File: src/rtl/assert_macros.svh
// assertion macros shared by the metatile run fetch rtl
// every macro samples on clock and is muted while reset is high
`ifndef ASSERT_MACROS_SVH
`define ASSERT_MACROS_SVH

// property must hold at every edge out of reset
`define MTRF_ASSERT(label, prop) \
   label: assert property (@(posedge clock) disable iff (reset) (prop)) \
      else $error("assertion failed");

// expression must never be true out of reset
`define MTRF_NEVER(label, expr) \
   label: assert property (@(posedge clock) disable iff (reset) !(expr)) \
      else $error("forbidden condition seen");

`endif

File: src/rtl/mtrf_pkg.sv
// shared types, sizes and codes for the metatile run fetch unit
// no dependencies
package mtrf_pkg;

   localparam int MAP_CELLS  = 4096;
   localparam int DEF_WORDS  = 16384;
   localparam int MAX_RUN    = 64;
   localparam int ENTRY_BITS = 16;

   localparam int MAP_AW  = $clog2(MAP_CELLS);
   localparam int DEF_AW  = $clog2(DEF_WORDS);
   localparam int LEN_W   = $clog2(MAX_RUN + 1);
   // signed tile coordinate with headroom for a run past the 16 bit start
   localparam int COORD_W = 18;
   localparam int UC_W    = COORD_W - 1;
   // sub-tile offset for the largest metatile side (8)
   localparam int SUB_W   = 3;
   // map cell index from 7 bit row times 7 bit width plus 7 bit column
   localparam int CELL_W  = 16;
   // definition word address before the range check
   localparam int DADDR_W = ENTRY_BITS + 8;

   typedef enum logic [1:0] {
      FN_MAP_WR  = 2'd0,
      FN_DEF_WR  = 2'd1,
      FN_ROW_RUN = 2'd2,
      FN_COL_RUN = 2'd3
   } func_type;

   typedef enum logic [2:0] {
      CSR_MAP_WIDTH  = 3'd0,
      CSR_MAP_HEIGHT = 3'd1,
      CSR_DEF_LIMIT  = 3'd2,
      CSR_SIDE_LOG2  = 3'd3,
      CSR_FALLBACK   = 3'd4
   } csr_idx_type;

   typedef struct packed {
      func_type           func;
      logic signed [15:0] tile_x;
      logic signed [15:0] tile_y;
      logic [6:0]         run_length;
      logic [13:0]        write_addr;
      logic [15:0]        write_data;
   } req_type;

   typedef struct packed {
      logic [15:0] tile_entry;
      logic        last;
   } rsp_type;

   typedef struct packed {
      logic [6:0]  map_width;
      logic [6:0]  map_height;
      logic [10:0] def_limit;
      logic [1:0]  side_log2;
      logic [15:0] fallback_entry;
   } cfg_type;

   // side band that travels with a map read
   typedef struct packed {
      logic             valid;
      logic             last;
      logic             oob;
      logic [SUB_W-1:0] sx;
      logic [SUB_W-1:0] sy;
   } tap_type;

endpackage

File: src/rtl/mtrf_walk.sv
// run sequencer: steps the tile cursor and issues one map read per cycle
// depends on mtrf_pkg and assert_macros.svh
`include "assert_macros.svh"

module mtrf_walk import mtrf_pkg::*; (
   input  logic              clock,
   input  logic              reset,
   input  cfg_type           cfg,
   input  logic              run_go,
   input  req_type           req,
   output logic [MAP_AW-1:0] map_raddr,
   output tap_type           tap,
   output logic              active
);

   typedef enum logic [1:0] {
      ST_IDLE = 2'b01,
      ST_RUN  = 2'b10
   } state_type;

   state_type                 state_ff, state_in;
   logic signed [COORD_W-1:0] tx_ff, tx_in, ty_ff, ty_in;
   logic [LEN_W-1:0]          left_ff, left_in;
   logic                      col_ff, col_in;
   tap_type                   tap_ff, tap_in;

   logic [LEN_W-1:0]  len_eff;
   logic [UC_W-1:0]   ux, uy, mtx, mty;
   logic              neg, outside, cell_oob;
   logic [CELL_W-1:0] map_cell;
   logic [SUB_W-1:0]  sub_mask;

   always_comb begin
      if (32'(req.run_length) > MAX_RUN) begin
         len_eff = LEN_W'(MAX_RUN);
      end else begin
         len_eff = LEN_W'(req.run_length);
      end
   end

   // sequencer
   always_comb begin
      state_in = state_ff;
      tx_in    = tx_ff;
      ty_in    = ty_ff;
      left_in  = left_ff;
      col_in   = col_ff;
      case (state_ff)
         ST_IDLE: begin
            if (run_go) begin
               tx_in    = COORD_W'(req.tile_x);
               ty_in    = COORD_W'(req.tile_y);
               left_in  = len_eff;
               col_in   = (req.func == FN_COL_RUN);
               state_in = ST_RUN;
            end
         end
         ST_RUN: begin
            if (col_ff) begin
               ty_in = ty_ff + COORD_W'(1);
            end else begin
               tx_in = tx_ff + COORD_W'(1);
            end
            left_in = left_ff - LEN_W'(1);
            if (left_ff == LEN_W'(1)) begin
               state_in = ST_IDLE;
            end
         end
         default: begin
            state_in = ST_IDLE;
         end
      endcase
   end

   // split the cursor into metatile cell and sub-tile offset
   always_comb begin
      ux       = tx_ff[UC_W-1:0];
      uy       = ty_ff[UC_W-1:0];
      neg      = tx_ff[COORD_W-1] | ty_ff[COORD_W-1];
      mtx      = ux >> cfg.side_log2;
      mty      = uy >> cfg.side_log2;
      outside  = (mtx >= UC_W'(cfg.map_width)) || (mty >= UC_W'(cfg.map_height));
      map_cell = CELL_W'(mty[6:0]) * CELL_W'(cfg.map_width) + CELL_W'(mtx[6:0]);
      cell_oob = (32'(map_cell) >= MAP_CELLS);
      sub_mask = SUB_W'((4'd1 << cfg.side_log2) - 4'd1);

      tap_in.valid = (state_ff == ST_RUN);
      tap_in.last  = (left_ff == LEN_W'(1));
      tap_in.oob   = neg | outside | cell_oob;
      tap_in.sx    = ux[SUB_W-1:0] & sub_mask;
      tap_in.sy    = uy[SUB_W-1:0] & sub_mask;
   end

   always_ff @(posedge clock) begin
      if (reset) begin
         state_ff     <= ST_IDLE;
         tap_ff.valid <= 1'b0;
      end else begin
         state_ff     <= state_in;
         tap_ff.valid <= tap_in.valid;
      end
      tx_ff       <= tx_in;
      ty_ff       <= ty_in;
      left_ff     <= left_in;
      col_ff      <= col_in;
      tap_ff.last <= tap_in.last;
      tap_ff.oob  <= tap_in.oob;
      tap_ff.sx   <= tap_in.sx;
      tap_ff.sy   <= tap_in.sy;
   end

   assign map_raddr = map_cell[MAP_AW-1:0];
   assign tap       = tap_ff;
   assign active    = (state_ff == ST_RUN);

   `MTRF_NEVER(a_run_empty, state_ff == ST_RUN && left_ff == '0)
   `MTRF_ASSERT(a_run_ends, state_ff == ST_RUN && left_ff == LEN_W'(1) |=> state_ff == ST_IDLE)

endmodule

File: config.mk
export PLATFORM = sky130hd
export DESIGN_NAME = mtrf_walk
export DESIGN_NICKNAME = d
export VERILOG_FILES = /design/src/rtl/mtrf_pkg.sv /design/src/rtl/mtrf_walk.sv
export VERILOG_INCLUDE_DIRS = /design/src /design/src/rtl
export SDC_FILE = /design/constraint.sdc
export NUM_CORES = 1
export LEC_CHECK = 0
export BUFFER_PORTS_ARGS = -buffer_cell sky130_fd_sc_hd__buf_2
export CAP_MARGIN = 20
export CORE_MARGIN = 1.5
export CORE_UTILIZATION = 35
export DETAILED_ROUTE_END_ITERATION = 8
export GPL_TIMING_DRIVEN = 0
export PLACE_DENSITY = 0.6
export SYNTH_ARGS = -nofsm -noshare
export SYNTH_HDL_FRONTEND = slang
export SYNTH_SLANG_ARGS = --single-unit
File: constraint.sdc
create_clock -name clock -period 7.1 [get_ports clock]
set_input_delay 0.355 -clock clock [delete_from_list [all_inputs] [get_ports clock]]
set_output_delay 0.355 -clock clock [all_outputs]
set_load 0.02 [all_outputs]
==> qor.txt <==
root buf cell: clkbuf_16
CP max stage cell: mux4_1
DRC: 0
CP Data Required Time: 6.74 ns
Initial Utilization: 0.361
DIE AREA: 16600 sq um
Global Route Usage Sum: 0.165
CTS tree: yes
period utilization: 0.869
Sw Pwr: 802 uW
Area growth, synth to finish: 14.7%
clock share of power: 0.142
Slew headroom: 0.388
Worst Tran Pin Value: 0.918 ns
ranking of synthesized cells by area: edfxtp_1 24%, ha_1 13%, fa_1 11%, inv_1 4.9%, nand2_1 4.9%
critical setup path kind: flip-flop to primary output
cts-stage hold buffer count: 0
Detail Route Antenna Nets: 0
CP peak stage delay: 0.72 ns
dpl hpwl: 10.9 mm
clock skew: 0.00855 ns
std cell rows: 45
status: finished clean
TritonCTS Sinks: 55
synthesized area per cell: 9.26 sq um
hold path startpoint: reset
Sw Share: 0.453
final wirelength: 13.4 mm
post-synthesis cell area: 5530 sq um
Pins Over Slew Limit: 0
post-cts resize count: 0
CP cell instances: mux4_1 -> and2_1 -> fa_1 -> inv_1 -> fa_1 -> inv_1 -> fa_1 -> inv_1 -> fa_1 -> inv_1 -> ha_1 -> a21oi_1 -> nor3b_1 -> a21oi_1 -> a21o_1 -> a21oi_1 -> xnor2_1 -> buf_2
Num CTS Buffers: 5
Post-synth ARST share: 0
CP Launch Point: ty_ff[3]$_DFFE_PP_
Post-Syn Instances: 597
Pint: 968 uW
total grt overflow: 0
Via density: 4.95
Final nets: 888
via count: 4434
worst flop-to-flop path startpoint: ty_ff[3]$_DFFE_PP_
Min Hold Slack: 0.215 ns
worst hold path class: input port to flip-flop
Synth Flop Type: edfxtp_1
pwr/cell area: 279 nW/um^2
VDD IR-drop max: 0.214 mV
met3 WL: 439 microns
largest net degree at the start of global routing: 19
leading area contributor after synthesis: edfxtp_1
Setup-failing EPs final: 0
most common cell after layout, fill and taps aside: buf_2
met2 routed WL: 6.54 mm
Synth Register Bits: 55
post-CTS setup buffers: 0
clk slew on worst S/H paths: 0.07 ns
Antenna Cells: 0
worst path bufs/invs: 5
Final TNS setup: 0 ns
per-cell routed wire length: 15.0 microns
Crit. End Element: primary output
Comb pwr share: 0.628
sequential area share after synthesis: 0.279
Leakage: 2.90 nW
post-layout minimum cycle time: 6.17 ns
Final Hold Viols: 0
vias in the first global route: 4446
wire length on met1: 6.20 mm
share of cells above drive strength 1: 0.166
top layer in use: met4
Yosys cell types: 55
first-pass GRT wire length: 21.8 mm
Worst-Skew Late Latency: 0.30 ns
fmax: 162 MHz
most frequent cells in the layout: 85 x buf_2, 72 x inv_1, 72 x nand2_1, 56 x ha_1, 45 x o21ai_0
syn nets: 801
core area: 15300 sq um
drt pass-1 iters: 4
# IOs: 139
top cell type's share of synthesized area: 0.239
Post-synth EDFFs: 44
startpoint types: flip-flop
CTS max path bufs: 2
Die Span X: 129 microns
H-tree levels: 2
Synth Warn #: 0
crit path DAT: 5.82 ns
unrepaired setup endpoints after global routing: no
sequential share of power: 0.231
initial antenna violation count: 0
GPL Wtd Cong: 0.835
Worst Path Max Fanout: 8
Max Cap Viol: 0
Die Span Y: 129 microns
initial drt markers: 186
Buffers on Ports: 80
fin util: 0.414
crit-path leading delay family: adder cells
[cell type report]
cell class                 count  area [sq um]
buffer                        19          96.3
clock buffer                   6           129
clock inverter                 2          17.5
fill                        1568          8970
inverter                      72           270
multi-input combinational    451          3630
sequential                    55          1540
tap                          211           264
timing repair buffer          80           400
[cell usage after synthesis (all sizes together), types with 2 or more instances]
| cell type | n |
|---|---|
| nor4 | 7 |
| dfxtp | 11 |
| nand3 | 16 |
| xnor2 | 22 |
| nand3b | 7 |
| o21a | 7 |
| mux2i | 6 |
| inv | 72 |
| edfxtp | 44 |
| nand2b | 5 |
| and4 | 2 |
| xor2 | 24 |
| nor3b | 4 |
| o211a | 2 |
| o21ai | 46 |
| a21oi | 26 |
| and2 | 35 |
| mux4 | 7 |
| nand2 | 72 |
| nor2 | 26 |
| nor2b | 3 |
| a21o | 3 |
| o2111ai | 2 |
| buf | 9 |
| or2 | 2 |
| clkbuf | 10 |
| ha | 56 |
| nand4 | 10 |
| fa | 31 |
| and3 | 5 |
| a211oi | 4 |
| mux2 | 3 |
| nor3 | 8 |
[cells by family after synthesis]
group / Yosys count / share of synthesized area
muxes: 16 / 0.0473
AOI/OAI and AO/OA: 96 / 0.100
buffers and inverters: 91 / 0.0663
DFF: 55 / 0.279
and+or+nand+nor: 206 / 0.196
xor gates and xnor gates: 46 / 0.0728
adders and majority gates: 87 / 0.239
[path summary, 6_finish.rpt]
check	slack, ns	end	depth (start not counted)
setup / recovery	0.93	map_raddr[11]	18
hold / removal	0.21	tap[8]$_SDFF_PP0_	2
setup reg to reg	1.58	tap[6]$_DFF_P_	17
hold reg to reg	0.52	tap[7]$_DFF_P_	1
[per-layer routing]
| layer | track usage | vias up |
|---|---|---|
| met1 | 0.213 | 2104 |
| li1 | - | 2214 |
| met2 | 0.292 | 97 |
| met4 | 0.0436 | 0 |
| met3 | 0.0233 | 19 |
| met5 | 0 | - |
[state kept, by name, summed over array words and instances, names as in the netlist]
register / cells
ty_ff: 18
state_ff: 2
col_ff: 1
tx_ff: 18
left_ff: 7
tap: 9
[power by group through the flow]
stage / registers (mW) / clock network, mW / logic [mW]
finish: 0.409 / 0.251 / 1.11
global route: 0.412 / 0.270 / 1.25
CTS: 0.408 / 0.257 / 1.13
detailed placement: 0.416 / 0 / 1.12
global placement: 0.415 / 0 / 1.10
floorplan: 0.408 / 0 / 0.840
[per-stage QoR]
step / total power [mW] / cell area [sq um] / setup WS (ns) / std cells
floorplan: 1.25 / 5530 / 1.69 / 597
global placement: 1.52 / 6190 / 1.11 / 888
detailed placement: 1.53 / 6200 / 1.07 / 888
CTS: 1.79 / 6340 / 0.920 / 896
global route: 1.93 / 6340 / 0.610 / 896
finish: 1.77 / 6340 / 0.929 / 896
Note: power is estimated with default switching activity, not from simulation.
