--- src/rtl/assert_macros.svh ---
// assertion macros shared by the metatile run fetch rtl
// every macro samples on clock and is muted while reset is high
`ifndef ASSERT_MACROS_SVH
`define ASSERT_MACROS_SVH

// property must hold at every edge out of reset
`define MTRF_ASSERT(label, prop) \
   label: assert property (@(posedge clock) disable iff (reset) (prop)) \
      else $error("assertion failed");

// expression must never be true out of reset
`define MTRF_NEVER(label, expr) \
   label: assert property (@(posedge clock) disable iff (reset) !(expr)) \
      else $error("forbidden condition seen");

`endif

--- src/rtl/mtrf_pkg.sv ---
// shared types, sizes and codes for the metatile run fetch unit
// no dependencies
package mtrf_pkg;

   localparam int MAP_CELLS  = 4096;
   localparam int DEF_WORDS  = 16384;
   localparam int MAX_RUN    = 64;
   localparam int ENTRY_BITS = 16;

   localparam int MAP_AW  = $clog2(MAP_CELLS);
   localparam int DEF_AW  = $clog2(DEF_WORDS);
   localparam int LEN_W   = $clog2(MAX_RUN + 1);
   // signed tile coordinate with headroom for a run past the 16 bit start
   localparam int COORD_W = 18;
   localparam int UC_W    = COORD_W - 1;
   // sub-tile offset for the largest metatile side (8)
   localparam int SUB_W   = 3;
   // map cell index from 7 bit row times 7 bit width plus 7 bit column
   localparam int CELL_W  = 16;
   // definition word address before the range check
   localparam int DADDR_W = ENTRY_BITS + 8;

   typedef enum logic [1:0] {
      FN_MAP_WR  = 2'd0,
      FN_DEF_WR  = 2'd1,
      FN_ROW_RUN = 2'd2,
      FN_COL_RUN = 2'd3
   } func_type;

   typedef enum logic [2:0] {
      CSR_MAP_WIDTH  = 3'd0,
      CSR_MAP_HEIGHT = 3'd1,
      CSR_DEF_LIMIT  = 3'd2,
      CSR_SIDE_LOG2  = 3'd3,
      CSR_FALLBACK   = 3'd4
   } csr_idx_type;

   typedef struct packed {
      func_type           func;
      logic signed [15:0] tile_x;
      logic signed [15:0] tile_y;
      logic [6:0]         run_length;
      logic [13:0]        write_addr;
      logic [15:0]        write_data;
   } req_type;

   typedef struct packed {
      logic [15:0] tile_entry;
      logic        last;
   } rsp_type;

   typedef struct packed {
      logic [6:0]  map_width;
      logic [6:0]  map_height;
      logic [10:0] def_limit;
      logic [1:0]  side_log2;
      logic [15:0] fallback_entry;
   } cfg_type;

   // side band that travels with a map read
   typedef struct packed {
      logic             valid;
      logic             last;
      logic             oob;
      logic [SUB_W-1:0] sx;
      logic [SUB_W-1:0] sy;
   } tap_type;

endpackage

--- src/rtl/mtrf_expand.sv ---
// definition lookup: turns the metatile index into a definition read
// and picks the stored word or the fallback entry; depends on mtrf_pkg
module mtrf_expand import mtrf_pkg::*; (
   input  logic                  clock,
   input  logic                  reset,
   input  cfg_type               cfg,
   input  tap_type               tap,
   input  logic [ENTRY_BITS-1:0] map_q,
   input  logic [ENTRY_BITS-1:0] def_q,
   output logic [DEF_AW-1:0]     def_raddr,
   output logic                  pending,
   output logic                  rsp_valid,
   output rsp_type               rsp_data
);

   logic              s2_valid_ff, s2_last_ff, s2_oob_ff;
   logic              bad_index, addr_oob;
   logic [DADDR_W-1:0] addr;
   logic [2:0]        sh2;
   logic              rsp_valid_ff;
   rsp_type           rsp_ff, rsp_in;

   always_comb begin
      sh2       = {cfg.side_log2, 1'b0};
      bad_index = (32'(map_q) >= 32'(cfg.def_limit));
      addr      = (DADDR_W'(map_q) << sh2) + (DADDR_W'(tap.sy) << cfg.side_log2)
                  + DADDR_W'(tap.sx);
      addr_oob  = (32'(addr) >= DEF_WORDS);
   end

   assign def_raddr = addr[DEF_AW-1:0];

   always_comb begin
      rsp_in.last = s2_last_ff;
      if (s2_oob_ff) begin
         rsp_in.tile_entry = cfg.fallback_entry;
      end else begin
         rsp_in.tile_entry = 16'(def_q);
      end
   end

   always_ff @(posedge clock) begin
      if (reset) begin
         s2_valid_ff  <= 1'b0;
         rsp_valid_ff <= 1'b0;
      end else begin
         s2_valid_ff  <= tap.valid;
         rsp_valid_ff <= s2_valid_ff;
      end
      s2_last_ff <= tap.last;
      s2_oob_ff  <= tap.oob | bad_index | addr_oob;
      rsp_ff     <= rsp_in;
   end

   assign pending   = s2_valid_ff;
   assign rsp_valid = rsp_valid_ff;
   assign rsp_data  = rsp_ff;

endmodule
--- config.mk ---
export PLATFORM = sky130hd
export DESIGN_NAME = mtrf_expand
export DESIGN_NICKNAME = d
export VERILOG_FILES = /design/src/rtl/assert_macros.svh /design/src/rtl/mtrf_pkg.sv /design/src/rtl/mtrf_expand.sv
export SDC_FILE = /design/constraint.sdc
export NUM_CORES = 1
export LEC_CHECK = 0
export BUFFER_PORTS_ARGS = -buffer_cell sky130_fd_sc_hd__buf_2
export CAP_MARGIN = 20
export CORE_MARGIN = 1.5
export CORE_UTILIZATION = 41
export DETAILED_ROUTE_END_ITERATION = 7
export PLACE_DENSITY = 0.78
export SLEW_MARGIN = 20
export SYNTH_ARGS = -nofsm -noshare
export SYNTH_HDL_FRONTEND = slang
export SYNTH_SLANG_ARGS = --single-unit
--- constraint.sdc ---
create_clock -name clock -period 3.6 [get_ports clock]
set_input_delay 0 -clock clock [delete_from_list [all_inputs] [get_ports clock]]
set_output_delay 0 -clock clock [all_outputs]
set_load 0.02 [all_outputs]
==> results of run 1 <==
power by group:
group	total [mW]	leakage (nW)	internal (mW)	switching (mW)
Sequential	0.248	0.177	0.244	0.00354
Combinational	0.367	1.33	0.170	0.197
Clock	0.148	0.0255	0.0769	0.0709
Total	0.762	1.54	0.491	0.271
cell families (layout without fill, tap and decap cells):
family / after synthesis / count (layout)
muxes: 38 / 38
xor gates and xnor gates: 12 / 12
buffers and inverters: 28 / 165
AOI/OAI and AO/OA: 38 / 38
adders and majority gates: 24 / 24
and+or+nand+nor: 61 / 61
DFF: 21 / 21
worst max-delay path, cell delays in order:
cell,delay (ns)
buf_2,0.24
mux2i_1,0.11
or2_2,0.28
fa_1,0.48
inv_1,0.04
ha_1,0.22
fa_1,0.41
a21o_2,0.24
a221oi_4,0.29
nor2_2,0.13
nand4b_1,0.19
mux2_2,0.28
a2111o_1,0.35
area by class of cell:
| type | instances | area [um^2] |
|---|---|---|
| Fill cell | 405 | 1780 |
| Multi-Input combinational cell | 173 | 1550 |
| Timing Repair Buffer | 142 | 893 |
| Sequential cell | 21 | 420 |
| Tap cell | 67 | 83.8 |
| Inverter | 19 | 71.3 |
| Clock buffer | 3 | 41.3 |
| Clock inverter | 1 | 5.00 |
sequential cells by signal, indices dropped and copies added (netlist names):
register	count
s2_last_ff	1
rsp_valid	1
pending	1
s2_oob_ff	1
rsp_data	17
per-layer routing:
metal / share of wire / wire length [um]
met1: 0.40 / 2480
met2: 0.52 / 3190
met3: 0.061 / 371
met4: 0.013 / 81
met5: 0 / 0
stage by stage:
step | setup WS (ns) | cells | cell area [um^2]
2_1_floorplan | 0.0103 | 222 | 2110
3_3_place_gp | 0.277 | 387 | 2670
4_1_cts | 0.485 | 426 | 3070
5_1_grt | 0.311 | 426 | 3070
3_5_place_dp | 0.220 | 387 | 2670
6_report | 0.476 | 426 | 3070
cells in the final DEF, fill, tap and decap left out, types with 2 or more instances in the layout:
| cell type | n |
|---|---|
| a211oi_1 | 3 |
| a21oi_1 | 8 |
| a22o_1 | 2 |
| a31oi_1 | 4 |
| and3_1 | 2 |
| and4b_2 | 3 |
| buf_2 | 104 |
| buf_4 | 3 |
| clkbuf_8 | 3 |
| dfxtp_1 | 21 |
| dlygate4sd3_1 | 35 |
| fa_1 | 4 |
| ha_1 | 20 |
| inv_1 | 18 |
| mux2_2 | 19 |
| mux2i_1 | 15 |
| mux4_1 | 3 |
| nand2_1 | 15 |
| nand3_1 | 6 |
| nand3b_1 | 2 |
| nand4_1 | 2 |
| nand4b_1 | 3 |
| nor2_1 | 8 |
| nor2b_1 | 9 |
| o211ai_1 | 2 |
| o21ai_0 | 6 |
| xnor2_1 | 9 |
| xor2_1 | 3 |
what timing repair did:
| action | in CTS | in global routing |
|---|---|---|
| buffers inserted | 0 | 0 |
| hold buffers | 35 | 0 |
| endpoints found under the hold margin | 19 | 0 |
path summary, 6_finish.rpt:
kind | startpoint | end | slack [ns] | cells past startpoint
min reg2reg | s2_last_ff | rsp_data[0] | 0.33 | 0
max reg2reg | s2_oob_ff | rsp_data[10] | 1.70 | 2
max | cfg[16] | s2_oob_ff | 0.48 | 13
min | tap[6] | s2_oob_ff | 0.09 | 4
==> impl_metrics.tcl, run 1 <==
set metrics [dict create \
    drive_gt1_frac 0.412 \
    met3_usage 0.0428 \
    synth_top_family_by_area "multiplexers" \
    wl_per_cell_um 14.4 \
    antennaDiodeCount 0 \
    final_util 0.633 \
    dp_hpwl_mm 4.35 \
    ant_nets 0 \
    finalHoldViolCount 0 \
    via_count 2192 \
    hold_slack_ns 0.0904 \
    post-route-period-util 0.868 \
    layout.nets 470 \
    cts_buffers 3 \
    p_leak_nw 1.54 \
    critPathRequiredTime_ns 3.74 \
    port_buffers 104 \
    synth_nets 332 \
    synth-simple-area-share 0.173 \
    maxCapViolCount 0 \
    h-tree-depth 1 \
    synth_commonest_cells "21 x dfxtp_1, 20 x ha_1, 19 x mux2_2, 18 x inv_1" \
    slew_violations 0 \
    synth_edf_count 0 \
    ir_drop_mv 0.150 \
    worst_slew_pin_slew_ns 0.731 \
    grt_use_met1 0.251 \
    use_met2 0.389 \
    period_minus_slack_ns 3.12 \
    die_h_um 74.8 \
    busiest_layer "met2" \
    antenna_found_initial 0 \
    yosysSeqAreaShare 0.199 \
    viasPerCell 5.15 \
    initial_core_util 0.436 \
    yosys_most_used_dff "dfxtp_1" \
    core_mm2 0.00485 \
    cts_root_buf "clkbuf_8" \
    grt_max_degree 31 \
    die_w_um 74.8 \
    rows 25 \
    hold_class "in2reg" \
    ys_seq_elements 21 \
    cts_buffer_depth 2 \
    synth_xor_area_frac 0.0498 \
    fmaxAchievable_ghz 0.320 \
    drt-initial-drc-count 90 \
    syn_area_mm2 0.00211 \
    outcome "completed" \
    cts_resized 0 \
    synth_compound_area_frac 0.135 \
    gp_congestion 0.865 \
    synth_fa_ha_area_frac 0.156 \
    grt.overflow.total 0 \
    finClkSkew_ns 0.00134 \
    tritoncts "yes" \
    worstPathMaxFanout 12 \
    setup-tns-final_ns 0 \
    finalWirelength_mm 6.12 \
    grt_pass1_wl_mm 9.21 \
    p_total_uw 762 \
    cts_sinks 21 \
    p_per_area_mw_per_mm2 249 \
    synthArstFlopShare 0 \
    clkSlewWorstSetupHoldPaths_ns 0.07 \
    yosys.area.top_type_share 0.199 \
    synth_mux_area_frac 0.220 \
    grt_pass1_vias 2041 \
    synth_area_per_cell_um2 9.51 \
    clock_latency_ns 0.25 \
    io_pins 119 \
    firstDrtPassIters 4 \
    synth_top_cell_by_area "dfxtp_1" \
    endpoint_kind "flip-flop" \
    drc_errors 0 \
    die_area_mm2 0.00559 \
    area.growth.synth_to_final_pct 45.2 \
    grtUsageTotal 0.211 \
    path_class "in2reg" \
    rsz0062_at_grt "no" \
    slew_headroom 0.512 \
    synth_area_leaders "dfxtp_1 20%, ha_1 12%, mux2_2 10%" \
    synth-warning-count 0 \
    synth.distinct_cells 54 \
    synth_cells 222 \
    setup_viol 0 \
    start_kind "input port" \
    crit_arrival_ns 3.27 \
    synthMostInstantiatedCell "dfxtp_1" \
]
Power figures use the tool's default switching activity.
==> run 2, diff against run 1 <==
Settings changed: GPL_TIMING_DRIVEN set to 0.
==> impl_metrics.tcl, run 2 (synthesized netlist as in run 1, its figures left out) <==
set metrics [dict create \
    viasPerCell 5.14 \
    port_buffers 104 \
    largest_reg_flops 17 \
    p_per_area_mw_per_mm2 247 \
    worstPathMaxFanout 19 \
    core_mm2 0.00485 \
    finalHoldViolCount 0 \
    finalWirelength_mm 6.33 \
    cts_buffers 3 \
    slew_headroom 0.649 \
    met3_usage 0.0455 \
    wl_per_cell_um 14.7 \
    use_met2 0.409 \
    ant_nets 0 \
    rsz0062_at_grt "no" \
    cts_sinks 21 \
    drt-initial-drc-count 82 \
    grt_pass1_wl_mm 10.1 \
    clkSlewWorstSetupHoldPaths_ns 0.07 \
    final_cell_mix "105 x buf_2, 35 x dlygate4sd3_1, 21 x dfxtp_1" \
    initial_core_util 0.436 \
    p_leak_nw 1.55 \
    period_minus_slack_ns 3.46 \
    busiest_layer "met2" \
    hold_class "in2reg" \
    p_total_uw 770 \
    post-route-period-util 0.960 \
    final_common_cell "buf_2" \
    h-tree-depth 1 \
    drc_errors 0 \
    layout.nets 474 \
    worst_slew_pin_slew_ns 0.527 \
    grt_pass1_vias 2168 \
    dp_hpwl_mm 4.36 \
    final_util 0.643 \
    grtUsageTotal 0.237 \
    maxCapViolCount 0 \
    die_h_um 74.8 \
    gp_congestion 0.853 \
    start_kind "input port" \
    cts_buffer_depth 2 \
    firstDrtPassIters 4 \
    path_class "in2reg" \
    cts_setup_buffers 0 \
    slew_violations 0 \
    grt_max_degree 20 \
    cts_root_buf "clkbuf_8" \
    grt_use_met1 0.296 \
    finClkSkew_ns 0.00304 \
    stdcell_area_mm2 0.00312 \
    rows 25 \
    via_count 2216 \
    outcome "completed" \
    die_area_mm2 0.00559 \
    antenna_found_initial 1 \
    tritoncts "yes" \
    drive_gt1_frac 0.416 \
    critPathRequiredTime_ns 3.74 \
    fmaxAchievable_ghz 0.289 \
    ir_drop_mv 0.139 \
    crit_arrival_ns 3.59 \
    endpoint_kind "flip-flop" \
    grt.overflow.total 0 \
    placed_area_mm2 0.00272 \
    die_w_um 74.8 \
    io_pins 119 \
    area.growth.synth_to_final_pct 47.6 \
    setup_viol 0 \
    clock_latency_ns 0.25 \
]
-- run 2: layout make-up --
type | count | area (um^2)
antenna | 1 | 2.50
buffer | 7 | 62.6
clock buffer | 3 | 41.3
clock inverter | 1 | 5.00
fill | 396 | 1730
inverter | 19 | 71.3
multi-input combinational | 173 | 1560
sequential | 21 | 420
tap | 67 | 83.8
timing repair buffer | 139 | 871
-- run 2: worst paths after layout --
check,from,endpoint,slack (ns),cells after the start
max reg2reg,s2_oob_ff,rsp_data[14],1.38,4
min reg2reg,s2_last_ff,rsp_data[0],0.34,0
max,cfg[17],s2_oob_ff,0.14,15
min,tap[6],s2_oob_ff,0.1,4
-- run 2: per-stage QoR --
| stage | setup slack, ns | hold slack, ns | TNS, ns | instances |
|---|---|---|---|---|
| after floorplan | 0.0103 | 0.0277 | 0 | 222 |
| after global placement | -0.408 | 0.105 | -0.408 | 393 |
| after detailed placement | -0.492 | 0.111 | -0.492 | 393 |
| after CTS | 0.0887 | 0.00188 | 0 | 430 |
| after global routing | 0.0181 | 0.130 | 0 | 431 |
| final | 0.145 | 0.0964 | 0 | 431 |
-- run 2: worst max-delay path, stage by stage --
cell and delay [ns]:
buf_2 0.12, buf_6 0.14, clkbuf_8 0.19, buf_2 0.20, or2_2 0.32, fa_1 0.48, inv_1 0.04, ha_1 0.21
fa_1 0.41, a21o_2 0.23, a221oi_4 0.30, nor2_4 0.11, nand4b_1 0.18, mux2_2 0.28, a2111o_1 0.38
-- run 2: metal layers --
| metal | up-vias | share of wire |
|---|---|---|
| li1 | 1100 | - |
| met5 | - | 0 |
| met4 | 0 | 0.028 |
| met1 | 1004 | 0.40 |
| met3 | 18 | 0.069 |
| met2 | 94 | 0.51 |
-- run 2: report_power, final --
group / leakage (nW) / switching [mW] / internal [mW] / total (mW)
clock network: 0.0255 / 0.0727 / 0.0769 / 0.150
registers: 0.177 / 0.00328 / 0.244 / 0.247
logic: 1.35 / 0.200 / 0.173 / 0.373
-- run 2: repair_timing --
item,CTS,global route
setup endpoints to repair,1,1
pin swaps,0,1
hold endpoints to repair,19,1
hold buffers,34,1
gates resized for setup,0,2
